`src/sv/lzwd_pkg.sv`:
```
// Shared types and constants for the LZW variable-width decoder.
package lzwd_pkg;

  localparam logic [11:0] CODE_CLEAR = 12'h100;
  localparam logic [11:0] CODE_END   = 12'h101;
  localparam logic [12:0] FIRST_FREE = 13'h102;
  localparam logic [3:0]  MIN_WIDTH  = 4'd9;
  localparam logic [3:0]  MAX_WIDTH  = 4'd12;
  localparam logic [3:0]  CFG_RESET  = 4'hB;

  localparam logic [1:0]  STAT_OK    = 2'd0;
  localparam logic [1:0]  STAT_END   = 2'd1;
  localparam logic [1:0]  STAT_LONG  = 2'd2;

  typedef enum logic [3:0] {
    S_IDLE, S_CHECK, S_CLASS, S_LIT, S_END, S_WALK, S_WAIT, S_ERR, S_POPRD, S_POPOUT
  } state_t;

  typedef enum logic [1:0] {
    OSEL_LIT, OSEL_END, OSEL_ERR, OSEL_STACK
  } osel_t;

  typedef struct packed {
    logic  accept;
    logic  extract;
    logic  clear;
    logic  walk_init;
    logic  rd_issue;
    logic  rd_push;
    logic  finish;
    logic  pop_rd;
    logic  load;
    osel_t sel;
  } cmd_t;

  typedef struct packed {
    logic halted;
    logic have_code;
    logic after_clear;
    logic is_end;
    logic is_clear;
    logic cur_literal;
    logic stack_full;
    logic depth_zero;
    logic out_free;
  } stat_t;

endpackage

```
`src/sv/lzwd_ctrl.sv`:
```
// Sequencer for code extraction, chain walk and byte emission.
module lzwd_ctrl (
  input  logic           clk,
  input  logic           rst_n,
  input  logic           in_valid,
  output logic           in_stall,
  input  lzwd_pkg::stat_t st,
  output lzwd_pkg::cmd_t  cmd
);
  import lzwd_pkg::*;

  state_t state_r, state_nxt;

  always_ff @(posedge clk) begin
    if (!rst_n) state_r <= S_IDLE;
    else        state_r <= state_nxt;
  end

  always_comb begin
    state_nxt = state_r;
    unique case (state_r)
      S_IDLE:   if (in_valid) state_nxt = S_CHECK;
      S_CHECK:  state_nxt = (st.halted || !st.have_code) ? S_IDLE : S_CLASS;
      S_CLASS: begin
        priority if (st.after_clear) state_nxt = S_LIT;
        else if (st.is_end)          state_nxt = S_END;
        else if (st.is_clear)        state_nxt = S_IDLE;
        else                         state_nxt = S_WALK;
      end
      S_LIT:    if (st.out_free) state_nxt = S_IDLE;
      S_END:    if (st.out_free) state_nxt = S_IDLE;
      S_ERR:    if (st.out_free) state_nxt = S_IDLE;
      S_WALK: begin
        priority if (st.stack_full) state_nxt = S_ERR;
        else if (st.cur_literal)    state_nxt = S_POPRD;
        else                        state_nxt = S_WAIT;
      end
      S_WAIT:   state_nxt = S_WALK;
      S_POPRD:  state_nxt = S_POPOUT;
      S_POPOUT: if (st.out_free) state_nxt = st.depth_zero ? S_IDLE : S_POPRD;
      default:  state_nxt = S_IDLE;
    endcase
  end

  always_comb begin
    cmd      = '0;
    cmd.sel  = OSEL_STACK;
    in_stall = 1'b1;
    unique case (state_r)
      S_IDLE: begin
        in_stall   = 1'b0;
        cmd.accept = in_valid;
      end
      S_CHECK:  cmd.extract = !st.halted && st.have_code;
      S_CLASS: begin
        cmd.clear     = !st.after_clear && !st.is_end && st.is_clear;
        cmd.walk_init = !st.after_clear && !st.is_end && !st.is_clear;
      end
      S_LIT: begin
        cmd.load = st.out_free;
        cmd.sel  = OSEL_LIT;
      end
      S_END: begin
        cmd.load = st.out_free;
        cmd.sel  = OSEL_END;
      end
      S_ERR: begin
        cmd.load = st.out_free;
        cmd.sel  = OSEL_ERR;
      end
      S_WALK: begin
        cmd.rd_issue = !st.stack_full && !st.cur_literal;
        cmd.finish   = !st.stack_full && st.cur_literal;
      end
      S_WAIT:   cmd.rd_push = 1'b1;
      S_POPRD:  cmd.pop_rd = 1'b1;
      S_POPOUT: cmd.load = st.out_free;
      default: ;
    endcase
  end

endmodule

```
`config.mk`:
```
export PLATFORM = sky130hd
export DESIGN_NAME = lzwd_ctrl
export DESIGN_NICKNAME = d
export VERILOG_FILES = /design/src/sv/lzwd_pkg.sv /design/src/sv/lzwd_ctrl.sv
export SDC_FILE = /design/constraint.sdc
export NUM_CORES = 1
export LEC_CHECK = 0
export ABC_AREA = 1
export BUFFER_PORTS_ARGS = -buffer_cell sky130_fd_sc_hd__buf_4
export CELL_PAD_IN_SITES_DETAIL_PLACEMENT = 1
export CELL_PAD_IN_SITES_GLOBAL_PLACEMENT = 1
export CORE_MARGIN = 5
export CORE_UTILIZATION = 25
export DETAILED_ROUTE_END_ITERATION = 7
export GPL_TIMING_DRIVEN = 0
export HOLD_SLACK_MARGIN = 0.08
export PLACE_DENSITY_LB_ADDON = 0.1
export SLEW_MARGIN = 20
export SYNTH_ARGS = -nofsm -noshare
export SYNTH_HDL_FRONTEND = slang
export SYNTH_SLANG_ARGS = --single-unit
```
`constraint.sdc`:
```
create_clock -name clk -period 1.6 [get_ports clk]
set_clock_uncertainty 0.15 [all_clocks]
set_input_delay 0.08 -clock clk [delete_from_list [all_inputs] [get_ports clk]]
set_output_delay 0.08 -clock clk [all_outputs]
set_load 0.01 [all_outputs]
```
==> metrics.md <==
| Metric | Value |
|---|---|
| Worst-path clk slew | approximately 0.040 ns |
| Largest net degree at the start of global routing | 8 |
| CP endpoint kind | output port |
| Fin area | 741 sq um |
| Die ar. | roughly 0.0027 sq mm |
| First drt pass iteration count | 4 |
| Hold Path Stages | 5 |
| Vias in the first global route | 617 |
| R2R Path End | state_r[2]$_SDFFE_PN0P_ |
| Largest fanout on the critical path | 6 |
| CTS Buf Count | 3 |
| Setup ws final | around 0.10 ns |
| Place WS | roughly 0.14 ns |
| Clock latency on the worst-skew pair | 0.24 ns |
| FF/Latch Area | 90.1 sq um |
| Largest registers | state_r (4) |
| Drt drc | 0 |
| Fin. Hold Viols | 0 |
| DP HPWL | about 1200 microns |
| Die height | approximately 52 microns |
| #FFs+latches synth | 4 |
| Pwr Total | about 0.41 mW |
| CP Launch Type | flip-flop |
| Placed cell area | roughly 630 sq um |
| Placeable Area | 0.00169 sq mm |
| Vias | 617 |
| Worst Hold Class | in2reg |
| Routed met2 length | between 700 and 800 microns |
| Post-synthesis sequential area ratio | 18.6% |
| Setup_tns | 0 ns |
| Netlist Area Pre-Place | about 430 sq um |
| DIE WIDTH | 51.6 microns |
| Final worst-path cycle share | 93.5% |
| Starting DRT DRC Count | 5 |
| Gpl congestion | 0.714 |
| Peak VDD IR | around 0.28 mV |
| Reg2Reg Depth | 8 |
| Highest achievable clock rate | 0.669 GHz |
| Layout Nets | ~130 |
| CP Launch Point | state_r[0]$_SDFFE_PN0P_ |
| Final slew viol count | 0 |
| Syn_nets | 93 |
| Commonest non-fill, non-tap cells in the layout | buf_4, nand2_1, inv_1 |
| Netlist cell types | 15 |
| R2r startpoint | state_r[3]$_SDFFE_PN0P_ |
| Tightest Pin Transition | 0.197 ns |
| Unrepaired setup endpoints after global routing | yes |
| First-pass GRT wire length | about 2400 microns |
| I/O pins | 24 |
| Area of the multi-input gates | ~320 sq um |
| Min Tclk post-route | 1.50 ns |
| Fill cell count | roughly 260 |
| Top Layer Used | met4 |
| Slew HR | 86.8% |
| H-Tree Level Count | 1 |
| Clock Tree Root | clkbuf_4 |
| Initial Util | around a quarter |
| Leak | about 0.39 nW |
| Hold_ws | ~0.12 ns |
| Biggest register | state_r |
| Cells after synthesis | approximately 80 |
| Kind of critical path | reg2out |
| Max-cap violations | 0 |
| Outcome | finished clean |
| Post-DRT Antenna Nets | 0 |
| Share of post-route cells with drive strength above 1 | between 40% and 50% |
| Hold endpoint | state_r[3]$_SDFFE_PN0P_ |
| Largest register FFs | 4 |
| Post-synthesis area per instance | approximately 5.3 sq um |
| Met3 routed WL | about 82 microns |
| Clock sink count | 4 |
| Grt ovf | 0 |
| Yosys warns | 0 |
| Drt via density | approximately 4.7 |
| Row count | 15 |
| Port Buffers | 23 |
| Flop-to-flop setup slack | 0.20 ns |
| Initial antenna violation count | 0 |
| Hold wc startpoint | st[1] |
| Worst endpoint required time | between 1 and 1.5 ns |
| Power per cell area | approximately 550 mW/mm^2 |
| TritonCTS clock tree | done |
| WL/cell | about 12 microns |
| Final setup viols | 0 |
| ANT cells | 0 |
| Routed wire length | roughly 1500 microns |
| CTS Buffer Depth | 2 |
| Total global-route track usage | between 10% and 20% |
| Data arrival, critical path | between 1 and 1.5 ns |
| Area grow syn2layout | 71.6% |
| Wl on met1 | 626 microns |
| Most common cell after layout, fill and taps aside | buf_4 |
## report_power, final
part	switching, mW	internal [mW]	total (mW)
Combinational	0.0804	0.0722	0.153
Clock	0.0490	0.0844	0.133
Sequential	0.0136	0.106	0.120
## critical path, cell delays in order, from the launching register on
cell and delay, ns:
dfxtp_2 0.35, inv_2 0.08, nand2_1 0.12, nor2_4 0.13
nand2_2 0.08, nor3_2 0.11, buf_4 0.14
## cells in the mapped netlist, drive strengths merged
library cell / number / share of area (%)
nand2: 23 / 22
inv: 17 / 15
nor2: 15 / 16
nand3: 8 / 10
a21oi: 7 / 9.0
dfxtp: 4 / 19
nor3: 3 / 3.5
o21ai: 2 / 2.3
nand3b: 1 / 1.7
o22ai: 1 / 1.5
## metrics by stage
stage | util [%] | std cells
after floorplan | - | 81
after global placement | 37.0 | 121
after detailed placement | 37.0 | 121
after CTS | 41.2 | 128
final | 43.9 | 130
after global routing | 43.9 | 130
## kinds of logic (layout without fill, tap and decap cells)
logic type	count (synthesis)	count (layout)	synth area share (%)
buffers and inverters	17	49	14.8
AOI/OAI and AO/OA	10	10	12.8
DFF	4	4	18.6
and+or+nand+nor	50	50	53.9
## area by class of cell
| type | count | area share, % |
|---|---|---|
| Clock buffer | 3 | 3.04 |
| Sequential cell | 4 | 12.2 |
| Timing Repair Buffer | 29 | 30.7 |
| Inverter | 17 | 8.61 |
| Multi-Input combinational cell | 60 | 42.6 |
| Tap cell | 17 | 2.87 |
## timing repair
action                                  CTS  global route
hold buffers                              4             0
endpoints found under the hold margin     4             0
endpoints found under the setup margin    1             7
pin swaps                                 0             2
buffers inserted                          0             2
gates resized for setup                   3             9
## metal layers
metal  track usage, %  vias to the layer above
met4             7.86                        0
met1             12.9                      280
li1                 -                      316
met5                0                        -
met2             21.4                       17
met3             2.87                        4
## worst max-delay path by stage
stage	end	cells after the start
2_1_floorplan	cmd[7]	5
3_3_place_gp	state_r[0]$_SDFFE_PN0P_	8
3_5_place_dp	state_r[0]$_SDFFE_PN0P_	8
4_1_cts	cmd[6]	5
5_1_grt	cmd[2]	7
6_report	cmd[7]	6
(Power assumes the default switching activity.)
